<file path="config.mk">
export PLATFORM = sky130hd
export DESIGN_NAME = ip_tcp_checksum_engine
export DESIGN_NICKNAME = d
export VERILOG_FILES = /design/src/sv/itce_pkg.sv /design/src/sv/ip_tcp_checksum_engine.sv
export SDC_FILE = /design/constraint.sdc
export NUM_CORES = 1
export LEC_CHECK = 0
export BUFFER_PORTS_ARGS = -buffer_cell sky130_fd_sc_hd__buf_2
export CORE_MARGIN = 5
export CORE_UTILIZATION = 30
export CTS_BUF_LIST = sky130_fd_sc_hd__clkbuf_4 sky130_fd_sc_hd__clkbuf_8 sky130_fd_sc_hd__clkbuf_16
export CTS_CLUSTER_DIAMETER = 30
export DETAILED_ROUTE_END_ITERATION = 8
export GPL_ROUTABILITY_DRIVEN = 0
export PLACE_DENSITY = 0.55
export SYNTH_ARGS = -nofsm -noshare
export SYNTH_HDL_FRONTEND = slang
export SYNTH_SLANG_ARGS = --single-unit
export TNS_END_PERCENT = 10
</file>
<file path="constraint.sdc">
create_clock -name i_clk -period 18.8 [get_ports i_clk]
set_clock_uncertainty 0.05 [all_clocks]
set_input_delay 3.76 -clock i_clk [delete_from_list [all_inputs] [get_ports i_clk]]
set_output_delay 3.76 -clock i_clk [all_outputs]
set_load 0.03 [all_outputs]
</file>
<file path="src/sv/itce_pkg.sv">
`default_nettype none

package itce_pkg;

    // Packet modes, taken from cmd on the first word of a packet
    localparam logic [1:0] MODE_IPV4_HDR = 2'd0;
    localparam logic [1:0] MODE_TCP_V4   = 2'd1;
    localparam logic [1:0] MODE_TCP_V6   = 2'd2;
    localparam logic [1:0] MODE_UNUSED   = 2'd3;

    // Result status codes
    localparam logic [1:0] ST_OK         = 2'd0;
    localparam logic [1:0] ST_SHORT      = 2'd1;
    localparam logic [1:0] ST_BAD_LEN    = 2'd2;

    localparam logic [4:0]  V6_HDR_WORDS = 5'd20;
    localparam logic [15:0] TCP_NEXT_HDR = 16'd6;
    localparam logic [3:0]  IHL_MIN      = 4'd5;

    // Word positions inside the IP headers
    localparam logic [15:0] IX_V4_TOTLEN  = 16'd1;
    localparam logic [15:0] IX_V4_PROTO   = 16'd4;
    localparam logic [15:0] IX_V4_SRC     = 16'd6;
    localparam logic [15:0] IX_V4_DST_END = 16'd9;
    localparam logic [15:0] IX_V6_PAYLEN  = 16'd2;
    localparam logic [15:0] IX_V6_SRC     = 16'd4;
    localparam logic [15:0] IX_V6_DST_END = 16'd19;
    localparam logic [15:0] IX_MAX        = 16'hFFFF;

    // Ones-complement add with end-around carry
    function automatic logic [15:0] oc_add(input logic [15:0] a, input logic [15:0] b);
        logic [16:0] s;
        begin
            s = {1'b0, a} + {1'b0, b};
            return s[15:0] + {15'd0, s[16]};
        end
    endfunction

endpackage

`default_nettype wire

</file>
<file path="src/sv/ip_tcp_checksum_engine.sv">
`default_nettype none

// Channel   Direction  Handshake                  Payload
// input     in         i_in_valid / o_in_stall    i_cmd, i_data_word, i_last
// result    out        o_out_valid / i_out_stall  o_checksum, o_status
//
// One packet word a cycle: each transfer lands in an input register, and one
// ones-complement add with the length compares turns it into accumulator state
// and, on the last word, a result in the output register. Input stalls only when
// a last word finds the result register still full and held. Reset (synchronous,
// active low) clears the packet state and both valids.

module ip_tcp_checksum_engine import itce_pkg::*; (
    input  wire logic        i_clk,
    input  wire logic        i_rst_n,
    input  wire logic        i_in_valid,
    output logic             o_in_stall,
    input  wire logic [1:0]  i_cmd,
    input  wire logic [15:0] i_data_word,
    input  wire logic        i_last,
    output logic             o_out_valid,
    input  wire logic        i_out_stall,
    output logic [15:0]      o_checksum,
    output logic [1:0]       o_status
);

    // Input register
    logic        r_in_valid;
    logic [1:0]  r_in_cmd;
    logic [15:0] r_in_word;
    logic        r_in_last;

    // Packet state
    logic [15:0] r_idx, n_idx;
    logic [15:0] r_acc, n_acc;
    logic [1:0]  r_mode, n_mode;
    logic [4:0]  r_hw, n_hw;
    logic [15:0] r_decl, n_decl;
    logic        r_bad, n_bad;

    // Result register
    logic        r_out_valid;
    logic [15:0] r_checksum, n_checksum;
    logic [1:0]  r_status, n_status;

    logic        advance;
    logic        in_accept;
    logic        first;
    logic [3:0]  ihl;
    logic [15:0] hw_bytes;
    logic [15:0] region_end;
    logic [15:0] region_start;
    logic [15:0] half_decl;
    logic [16:0] seen;
    logic [15:0] need;
    logic        in_region;
    logic        odd_tail;
    logic [15:0] operand;
    logic        add_en;

    // Hold the word while a last word cannot hand its result over
    assign advance    = r_in_valid && (!r_in_last || !r_out_valid || !i_out_stall);
    assign o_in_stall = r_in_valid && !advance;
    assign in_accept  = i_in_valid && !o_in_stall;

    always_comb begin
        first = (r_idx == 16'd0);
        ihl   = r_in_word[11:8];

        // Mode and header size are fixed on the first word
        if (first) begin
            n_mode = (r_in_cmd == MODE_UNUSED) ? MODE_IPV4_HDR : r_in_cmd;
        end else begin
            n_mode = r_mode;
        end
        if (first) begin
            n_hw = (n_mode == MODE_TCP_V6) ? V6_HDR_WORDS : {ihl, 1'b0};
        end else begin
            n_hw = r_hw;
        end
        hw_bytes = {10'd0, n_hw, 1'b0};

        n_decl = r_decl;
        if ((n_mode == MODE_TCP_V4 && r_idx == IX_V4_TOTLEN) ||
            (n_mode == MODE_TCP_V6 && r_idx == IX_V6_PAYLEN)) begin
            n_decl = r_in_word;
        end

        n_bad = r_bad;
        if (first && n_mode != MODE_TCP_V6 && ihl < IHL_MIN) begin
            n_bad = 1'b1;
        end
        if (n_mode == MODE_TCP_V4 && r_idx == IX_V4_TOTLEN && r_in_word < hw_bytes) begin
            n_bad = 1'b1;
        end

        // Exclusive end of the summed region, in words
        half_decl = {1'b0, n_decl[15:1]} + {15'd0, n_decl[0]};
        case (n_mode)
            MODE_TCP_V4: region_end = half_decl;
            MODE_TCP_V6: region_end = half_decl + {11'd0, V6_HDR_WORDS};
            default:     region_end = {11'd0, n_hw};
        endcase
        region_start = (n_mode == MODE_IPV4_HDR) ? 16'd0 : {11'd0, n_hw};
        seen      = {1'b0, r_idx} + 17'd1;
        in_region = (r_idx >= region_start) && (r_idx < region_end);
        odd_tail  = (n_mode != MODE_IPV4_HDR) && n_decl[0] &&
                    (seen == {1'b0, region_end});

        // One add a word; the pseudo-header terms go in as soon as they are known,
        // which ones-complement addition allows in any order
        add_en  = 1'b1;
        operand = r_in_word;
        if (in_region) begin
            operand = odd_tail ? {r_in_word[15:8], 8'd0} : r_in_word;
        end else if (n_mode == MODE_TCP_V4) begin
            if (r_idx == IX_V4_TOTLEN) begin
                operand = r_in_word - hw_bytes;
            end else if (r_idx == IX_V4_PROTO) begin
                operand = {8'd0, r_in_word[7:0]};
            end else begin
                add_en = (r_idx >= IX_V4_SRC) && (r_idx <= IX_V4_DST_END);
            end
        end else if (n_mode == MODE_TCP_V6) begin
            if (first) begin
                operand = TCP_NEXT_HDR;
            end else begin
                add_en = (r_idx == IX_V6_PAYLEN) ||
                         ((r_idx >= IX_V6_SRC) && (r_idx <= IX_V6_DST_END));
            end
        end else begin
            add_en = 1'b0;
        end
        n_acc = add_en ? oc_add(r_acc, operand) : r_acc;

        n_idx = (r_idx != IX_MAX) ? r_idx + 16'd1 : r_idx;

        // Result for the last word; a bad length outranks a short packet
        need = (region_end > {11'd0, n_hw}) ? region_end : {11'd0, n_hw};
        if (n_bad) begin
            n_status = ST_BAD_LEN;
        end else if ((seen < {1'b0, need}) ||
                     (n_mode == MODE_TCP_V4 && seen < 17'd2) ||
                     (n_mode == MODE_TCP_V6 && seen < 17'd3)) begin
            n_status = ST_SHORT;
        end else begin
            n_status = ST_OK;
        end
        n_checksum = (n_status == ST_OK) ? ~n_acc : 16'd0;
    end

    always_ff @(posedge i_clk) begin
        if (!i_rst_n) begin
            r_in_valid <= 1'b0;
        end else if (in_accept) begin
            r_in_valid <= 1'b1;
        end else if (advance) begin
            r_in_valid <= 1'b0;
        end
    end

    always_ff @(posedge i_clk) begin
        if (in_accept) begin
            r_in_cmd  <= i_cmd;
            r_in_word <= i_data_word;
            r_in_last <= i_last;
        end
    end

    // Advance the packet state; rearm on the last word
    always_ff @(posedge i_clk) begin
        if (!i_rst_n) begin
            r_idx  <= 16'd0;
            r_acc  <= 16'd0;
            r_mode <= MODE_IPV4_HDR;
            r_hw   <= 5'd0;
            r_decl <= 16'd0;
            r_bad  <= 1'b0;
        end else if (advance) begin
            if (r_in_last) begin
                r_idx  <= 16'd0;
                r_acc  <= 16'd0;
                r_mode <= MODE_IPV4_HDR;
                r_hw   <= 5'd0;
                r_decl <= 16'd0;
                r_bad  <= 1'b0;
            end else begin
                r_idx  <= n_idx;
                r_acc  <= n_acc;
                r_mode <= n_mode;
                r_hw   <= n_hw;
                r_decl <= n_decl;
                r_bad  <= n_bad;
            end
        end
    end

    always_ff @(posedge i_clk) begin
        if (!i_rst_n) begin
            r_out_valid <= 1'b0;
        end else if (advance && r_in_last) begin
            r_out_valid <= 1'b1;
        end else if (!i_out_stall) begin
            r_out_valid <= 1'b0;
        end
    end

    always_ff @(posedge i_clk) begin
        if (advance && r_in_last) begin
            r_checksum <= n_checksum;
            r_status   <= n_status;
        end
    end

    assign o_out_valid = r_out_valid;
    assign o_checksum  = r_checksum;
    assign o_status    = r_status;

endmodule

`default_nettype wire

</file>
# Word level (Yosys, flattened, before mapping)
# Index checks and enable logic that the tools add are counted.
[op_classes]
addsub = 7
order_cmp = 12
eq_ne = 10
mux = 37
n_bitwise = 1
reduce_logical = 34
[op_table]
columns = ["operator", "count"]
rows = [
  ["two-way mux 16 bit", 13],
  ["less-than comparator 17 x 2 -> 1 bit, second input constant", 2],
  ["greater-or-equal comparator 16 x 3 -> 1 bit, second input constant", 2],
  ["case mux 16 bit (2 select lines)", 1],
  ["two-way mux 5 bit", 4],
  ["adder 16 x 1 -> 17 bit, second input constant", 1],
  ["adder 16 x 16 -> 17 bit", 1],
  ["equality test 17 x 16 -> 1 bit", 1],
  ["less-than comparator 17 x 16 -> 1 bit", 1],
  ["adder 15 x 1 -> 16 bit", 1],
  ["adder 16 x 1 -> 16 bit", 1],
  ["adder 16 x 1 -> 16 bit, second input constant", 1],
  ["adder 16 x 5 -> 16 bit, second input constant", 1],
  ["equality test 16 x 1 -> 1 bit, second input constant", 1],
  ["equality test 16 x 2 -> 1 bit, second input constant", 1],
  ["equality test 16 x 3 -> 1 bit, second input constant", 1],
  ["greater-or-equal comparator 16 x 5 -> 1 bit", 1],
  ["greater-than comparator 16 x 5 -> 1 bit", 1],
  ["less-or-equal comparator 16 x 4 -> 1 bit, second input constant", 1],
  ["less-or-equal comparator 16 x 5 -> 1 bit, second input constant", 1],
  ["logical AND 1 bit", 16],
  ["logical NOT 16 bit", 1],
  ["less-than comparator 16 bit", 1],
  ["less-than comparator 16 x 6 -> 1 bit", 1],
  ["16 further kinds", 45],
]
[word_totals]
register_bits = 95
inputBits = 23
output_inout_bits = 20

# Depth between registers and ports, before layout
# Gate-level depths: netlist of the first run.
[logic_depth]
depth_word = 18
ltp_mapped = 60

# Worst setup path before layout of the first run
# No wires, ideal clock.
[synth_timing]
kind = "reg-to-reg"
start = "reg r_idx[9]"
end = "reg r_checksum[15] (netlist: o_checksum[15]), data pin"
setup_ns = 0.256
arrival_time_ns = 10.349
required_time_ns = 18.494
path_slack_ns = 8.145
path_stages_with_launch = 53
synth_period_minus_slack_ns = 10.655
cell_sequence = "dfxtp_1 -> buf_6 -> nor4_4 -> and4_1 -> buf_4 -> buf_4 -> nand2_1 -> o21ai_0 -> inv_1 -> ha_1 -> clkbuf_1 -> a22oi_1 -> nor2_4 -> buf_6 -> mux2_2 -> ha_1 -> ha_1 -> and3_1 -> (+17 left out) -> ha_1 -> nand4_1 -> a21oi_1 -> nor3_1 -> nor3b_1 -> a31o_2 -> a21o_1 -> a21o_1 -> ha_1 -> nor2b_1 -> nand2b_1 -> nand2b_1 -> nor4_1 -> nand4b_1 -> o21ai_0 -> o211ai_1 -> xnor2_1 -> o211a_1"
[synth_between]
elab_chain_len = 17
word_cells_on_any_way = 70
classes_between = "add/sub (6); order compare (11); eq/ne (7); mux (25); bitwise (1); reduce/logical (20)"
[synth_rtl]
columns = ["element", "line_no", "text"]
rows = [
  ["from (decl)", "ip_tcp_checksum_engine.sv:34", "logic [15:0] r_idx, n_idx;"],
  ["from (signal assigned)", "ip_tcp_checksum_engine.sv:188", "r_idx <= n_idx;"],
  ["branches (longest 17 deep; another with adder 15 x 1 -> 16 bit)", "--", ""],
  ["to (signal assigned)", "ip_tcp_checksum_engine.sv:210", "r_checksum <= n_checksum;"],
  ["to (decl)", "ip_tcp_checksum_engine.sv:43", "logic [15:0] r_checksum, n_checksum;"],
]
# Parallel ways; which one is timed is not known.
# A chain may end at the register's enable or synchronous reset.

# Worst setup path after layout of the first run
[layout_timing]
start = "reg r_idx[11]"
end = "reg r_checksum[15] (netlist: o_checksum[15]), data pin"
# The elaborated chain is that of the path after synthesis.

==> impl_metrics.yaml, run 1 <==
worst_setup_path:
  cp-start-kind: "flop"
  crit_path_frequent_cell: "ha_1"
  crit_path_top_delay_cell: "and4_1"
  critical_path_class: "flop to flop"
  crit_buf_inv: 2
  max_stage_delay_ps: 710
  r2r-end: "o_checksum[15]$_SDFFCE_PP0P_"
  reg2reg_depth: 47
  cp.arrival_ps: 13370
  critPathTopFamily: "simple AND/OR/NAND/NOR gates"
  r2r_start: "r_idx[11]$_SDFFE_PN0P_"
  cp-end-kind: "flop"
  cp_max_fo: 21
  r2r_slack_ps: 5500
  crit_required_ps: 18870
grt:
  top_usage_layer: "met2"
  grt_start_max_net_pins: 60
  grt_pass1_vias: 7894
  antenna_found_initial: 0
  grt_use_met1_pct: 24.06
  grt_overflow: 0
  use_met2_pct: 24.62
  gr-usage-all-layers_pct: 16.43
  met3_usage_pct: 3.059
  grt_first_pass_wirelength_um: 44390
logic_synthesis:
  synth_warnings: 0
  syn_area_sq_um: 9117
  synth_top_area_share_pct: 12.74
  ys_seq_elements: 95
  synthArstFlopShare_pct: 0
  synthesis.nets: 1196
  synth_common_cells: "ha_1, nor2_1, nand2_1"
  synth_flop_cell: "dfxtp_1"
  synth_most_common_cell: "ha_1"
  syn_avg_cell_area_sq_um: 8.342
  ys_types: 81
  synth-edff-count: 37
  ys_seq_area_share_pct: 24.92
  synthTopCellsByArea: "dfxtp_1, edfxtp_1, ha_1, xnor2_1, a22oi_1"
  syn_inst: 1093
  synth_largest_area_cell: "dfxtp_1"
cts:
  cts_resized: 0
  cts.sinks: 95
  post_cts.repair.setup_buffers: 0
  cts_tree: "done"
  htreeDepth: 3
  clk_pin_slew_ps: 70
  root_buffer: "clkbuf_16"
  cts_buffers: 9
  clk_latency_ps: 360
  cts.path.max_buffers: 2
  cts_hold_buf: 0
die:
  io_pins: 43
  rows: 63
  dieWidth_um: 184.3
  initial_core_util_pct: 30.60
  die_h_um: 184.3
  core_area_sq_um: 29800
  die_area_sq_um: 33980
finish:
  fillers: 3140
  nets: 1200
  area_growth_syn_to_layout_pct: 9.112
  drive_above_1_share_pct: 10.25
  antenna_cells: 0
  fin_cells: 1492
  final_cell_area_sq_um: 9948
sta:
  min_period_ps: 13300
  setup_viol: 0
  maxSlewViolCount: 0
  rsz0062_at_grt: "no"
  worst_slew_pin_slew_ps: 1233
  fin_crit_sh_pct: 70.76
  finalHoldViolations: 0
  slew_headroom_pct: 17.48
  tns_ps: 0
  max_freq_mhz: 75.17
placed_design:
  placedInstanceArea_sq_um: 9630
  dp.cells: 1476
  numPortBuffers: 42
  dp_hpwl_um: 21760
status:
  status: "completed"
min_path:
  hold_path_depth: 1
  holdCritPathClass: "flop to flop"
  holdPathEnd: "r_hw[0]$_SDFFE_PN0P_"
  worstHoldStart: "r_hw[0]$_SDFFE_PN0P_"
drt:
  ant_nets: 0
  dr.pass1.iters: 6
  drt_iter0_markers: 734
  wirelength_um: 28210
  avgViaCountPerCell: 5.601
  drc: 0
  vias: 8356
  wl_per_cell_um: 18.91
power:
  ir_worst_vdd_mv: 0.06420
  pwr_density_cell_nw_per_um2: 58.00
  total_leakage_power_uw: 0.003800
  total_power_uw: 577.0
flow_run:
  maxCapViolCount: 0
## cells by family (layout without fill, tap and decap cells)
group	after synthesis	count (layout)	share of synthesized area, %
AO/OA/AOI/OAI	283	283	21.66
flip-flops	95	95	24.92
adder cells (fa/ha/maj)	80	80	11.14
multiplexers	30	30	3.527
buffers and inverters	97	106	4.515
AND/OR/NAND/NOR	429	429	26.65
XOR/XNOR	79	79	7.589
## cell type report
| class | count | area (sq um) | area share [%] |
|---|---|---|---|
| clock inverters | 1 | 6.256 | 0.06289 |
| inverters | 39 | 146.4 | 1.472 |
| multi-input cells | 901 | 6446 | 64.80 |
| repair buffers | 51 | 277.8 | 2.792 |
| clock buffers | 15 | 311.5 | 3.132 |
| flip-flops and latches | 95 | 2272 | 22.84 |
| well taps | 390 | 488.0 | 4.905 |
## cell usage in the layout, fill, tap and decap left out, drive strengths merged, types with 18 or more instances in the layout
cell type	n
inv	40
edfxtp	37
ha	78
nor2	70
xnor2	57
a21o	21
nor3	33
mux2i	25
dfxtp	58
o21ai	58
nand2	65
nand4	23
and2	35
a22oi	56
nor2b	62
xor2	22
buf	51
nand3	47
a21oi	38
nor4	18
## state kept, by name (all words and copies together) (netlist names), 5 cells and up
signal,cells
o_checksum,16
r_in_word,16
r_acc,16
r_decl,16
r_hw,5
r_idx,16
## report_power, final
| group | switching [uW] | internal, uW |
|---|---|---|
| Clock | 81.2 | 114 |
| Sequential | 9.52 | 221 |
| Combinational | 90.1 | 60.6 |
## metrics by stage
step           util, %  hold WS, ps  setup slack (ps)
2_1_floorplan        -        402.4              8145
3_3_place_gp     32.32        440.1              6429
3_5_place_dp     32.32        427.1              5767
4_1_cts          33.39        438.3              5738
5_1_grt          33.39        472.7              4318
6_report         33.39        437.3              5497
## how the worst max path moves through the flow
stage | end | cells after the start | slack (ps) | start
after floorplan | o_checksum[15]$_SDFFCE_PP0P_ | 52 | 8140 | r_idx[9]$_SDFFE_PN0P_
after CTS | o_checksum[15]$_SDFFCE_PP0P_ | 47 | 5740 | r_idx[11]$_SDFFE_PN0P_
after global routing | o_checksum[15]$_SDFFCE_PP0P_ | 47 | 4320 | r_idx[11]$_SDFFE_PN0P_
after global placement | o_checksum[15]$_SDFFCE_PP0P_ | 47 | 6430 | r_idx[11]$_SDFFE_PN0P_
final | o_checksum[15]$_SDFFCE_PP0P_ | 47 | 5500 | r_idx[11]$_SDFFE_PN0P_
after detailed placement | o_checksum[15]$_SDFFCE_PP0P_ | 47 | 5770 | r_idx[11]$_SDFFE_PN0P_
## routing by layer
layer	routed length, um	vias up
met5	0	-
met2	12120	273
met1	13730	3953
met4	616	0
met3	1733	40
li1	-	4090
Note: power is estimated with default switching activity, not from simulation.
==> inputs of run 2 (changes only) <==
ABC_AREA = 1   (was not set)
PLACE_DENSITY = 0.56   (was 0.55)
clock period = 11.8 ns   (was 18.8 ns; I/O delays follow)
==> run 2 against run 1 <==
Cell count increased by 17%. Combinational power is 81% higher. Synthesized area fell by 1.5%. Clock power rose by 58%. Synthesized cell count increased by 20%. Setup slack got worse by 4400 ps. Sequential power rose by 56%. Non-clock buffer count rose by 13. Flip-flop and latch count did not move. Highest routed layer unchanged.
==> impl_metrics.yaml, run 2 <==
die:
  core_area_sq_um: 29560
  initial_core_util_pct: 30.38
  die_h_um: 183.0
  die_area_sq_um: 33490
  rows: 63
  io_pins: 43
  dieWidth_um: 183.0
finish:
  antenna_cells: 0
  mostFrequentLayoutCells: "nand2_1, inv_1, nor2_1, a21oi_1, ha_1"
  area_growth_syn_to_layout_pct: 11.44
  final_common_cell: "nand2_1"
  nets: 1457
  drive_above_1_share_pct: 14.64
  final_cell_area_sq_um: 10010
  final_util_pct: 33.85
  fin_cells: 1749
power:
  total_leakage_power_uw: 0.004561
  pwr_density_cell_nw_per_um2: 94.36
  total_power_uw: 944.3
  ir_worst_vdd_mv: 0.05807
grt:
  grt_first_pass_wirelength_um: 42690
  grt_start_max_net_pins: 46
  grt_pass1_vias: 7933
  gr-usage-all-layers_pct: 15.79
  antenna_found_initial: 0
  grt_overflow: 0
cts:
  clk_latency_ps: 370
  htreeDepth: 3
  cts_buffers: 9
  cts.sinks: 95
  cts_hold_buf: 0
  cts_tree: "done"
  cts.path.max_buffers: 2
  clk_pin_slew_ps: 80
  root_buffer: "clkbuf_16"
sta:
  fin_crit_sh_pct: 90.80
  setup_viol: 0
  slew_headroom_pct: 29.01
  maxSlewViolCount: 0
  worst_slew_pin_slew_ps: 1062
  finalHoldViolations: 0
  max_freq_mhz: 93.34
  min_period_ps: 10710
drt:
  avgViaCountPerCell: 4.954
  ant_nets: 0
  dr.pass1.iters: 5
  wl_per_cell_um: 15.29
  drc: 0
  wirelength_um: 26750
  drt_iter0_markers: 665
  vias: 8665
logic_synthesis:
  syn_area_sq_um: 8980
  synthesis.nets: 1416
  synth_largest_area_cell: "nand2_1"
  synth_common_cells: "nand2_1, inv_1, nor2_1"
  synth_most_common_cell: "nand2_1"
  syn_avg_cell_area_sq_um: 6.839
  ys_seq_area_share_pct: 25.30
  synth_flop_cell: "dfxtp_1"
  ys_types: 57
  synth_warnings: 0
  syn_inst: 1313
  synthArstFlopShare_pct: 0
  ys_seq_elements: 95
  synth_top_area_share_pct: 14.38
  synth-edff-count: 37
  synthTopCellsByArea: "nand2_1, dfxtp_1, edfxtp_1, ha_1, inv_1"
worst_setup_path:
  critical_path_class: "flop to flop"
  crit_required_ps: 11980
  cp-start-kind: "flop"
  cp-end-kind: "flop"
  cp.arrival_ps: 10890
  crit_path_top_delay_cell: "ha_1"
  cp_max_fo: 24
  max_stage_delay_ps: 370
  crit_path_frequent_cell: "nand2_1"
flow_run:
  maxCapViolCount: 0
placed_design:
  dp_hpwl_um: 21090
  placedInstanceArea_sq_um: 9627
  dp.cells: 1727
  numPortBuffers: 42
status:
  status: "completed"
min_path:
  holdCritPathClass: "flop to flop"
[run 2: final cells by class]
class,count,area (sq um)
fillers,3242,19550
multi-input cells,1022,5962
flip-flops and latches,95,2272
inverters,162,608.1
well taps,390,488.0
repair buffers,64,375.4
clock buffers,10,239.0
clock inverters,6,62.56
[run 2: critical path: cells and delay by family (launching register included)]
kind                       cells  cell delay, ps
buffers and inverters         10            1140
and+or+nand+nor               44            5510
xor gates and xnor gates       1             230
adders and majority gates      5            1320
DFF                            1             310
AOI/OAI and AO/OA             13            1980
[run 2: timing repair]
| item | CTS | global route |
|---|---|---|
| buffers inserted | 0 | 5 |
| endpoints found under the setup margin | 0 | 14 |
| resized for setup | 0 | 10 |
[run 2: kinds of logic after synthesis]
group / share of synthesized area, %
flip-flops: 25.30
XOR/XNOR: 3.706
buffers and inverters: 8.876
AND/OR/NAND/NOR: 36.25
adder cells (fa/ha/maj): 11.31
AO/OA/AOI/OAI: 14.55
[run 2: metrics by stage]
step                      hold slack (ps)  TNS, ps  worst slack (ps)
final                               415.0        0              1086
after floorplan                     390.6        0              1205
after CTS                           418.1        0             296.0
after global routing                430.3   -29.21            -15.24
after global placement              402.3        0             612.5
after detailed placement            406.3        0             363.6
[run 2: power by group]
| part | leakage (uW) | internal, uW | switching, uW |
|---|---|---|---|
| clock network | 0.000148 | 155 | 154 |
| registers | 0.000841 | 351 | 10.3 |
| logic | 0.00357 | 89.1 | 185 |
[run 2: layer usage]
metal  vias up  track usage (%)  part of all wire (%)
met5         -                0                     0
met4         0            4.470                   2.1
met3        29            2.162                   5.0
met2       235            25.16                    45
met1      3994            22.39                    48
li1       4407                -                     -
[run 2: worst paths after layout]
| path | startpoint | end | slack (ps) | cells after the start |
|---|---|---|---|---|
| setup reg to reg | r_idx[6]$_SDFFE_PN0P_ | r_acc[15]$_SDFFE_PN0P_ | 1090 | 73 |
| hold reg to reg | r_decl[9]$_SDFFE_PN0P_ | r_decl[9]$_SDFFE_PN0P_ | 420 | 2 |
| setup / recovery | r_idx[6]$_SDFFE_PN0P_ | r_acc[15]$_SDFFE_PN0P_ | 1090 | 73 |
| hold / removal | r_decl[9]$_SDFFE_PN0P_ | r_decl[9]$_SDFFE_PN0P_ | 420 | 2 |
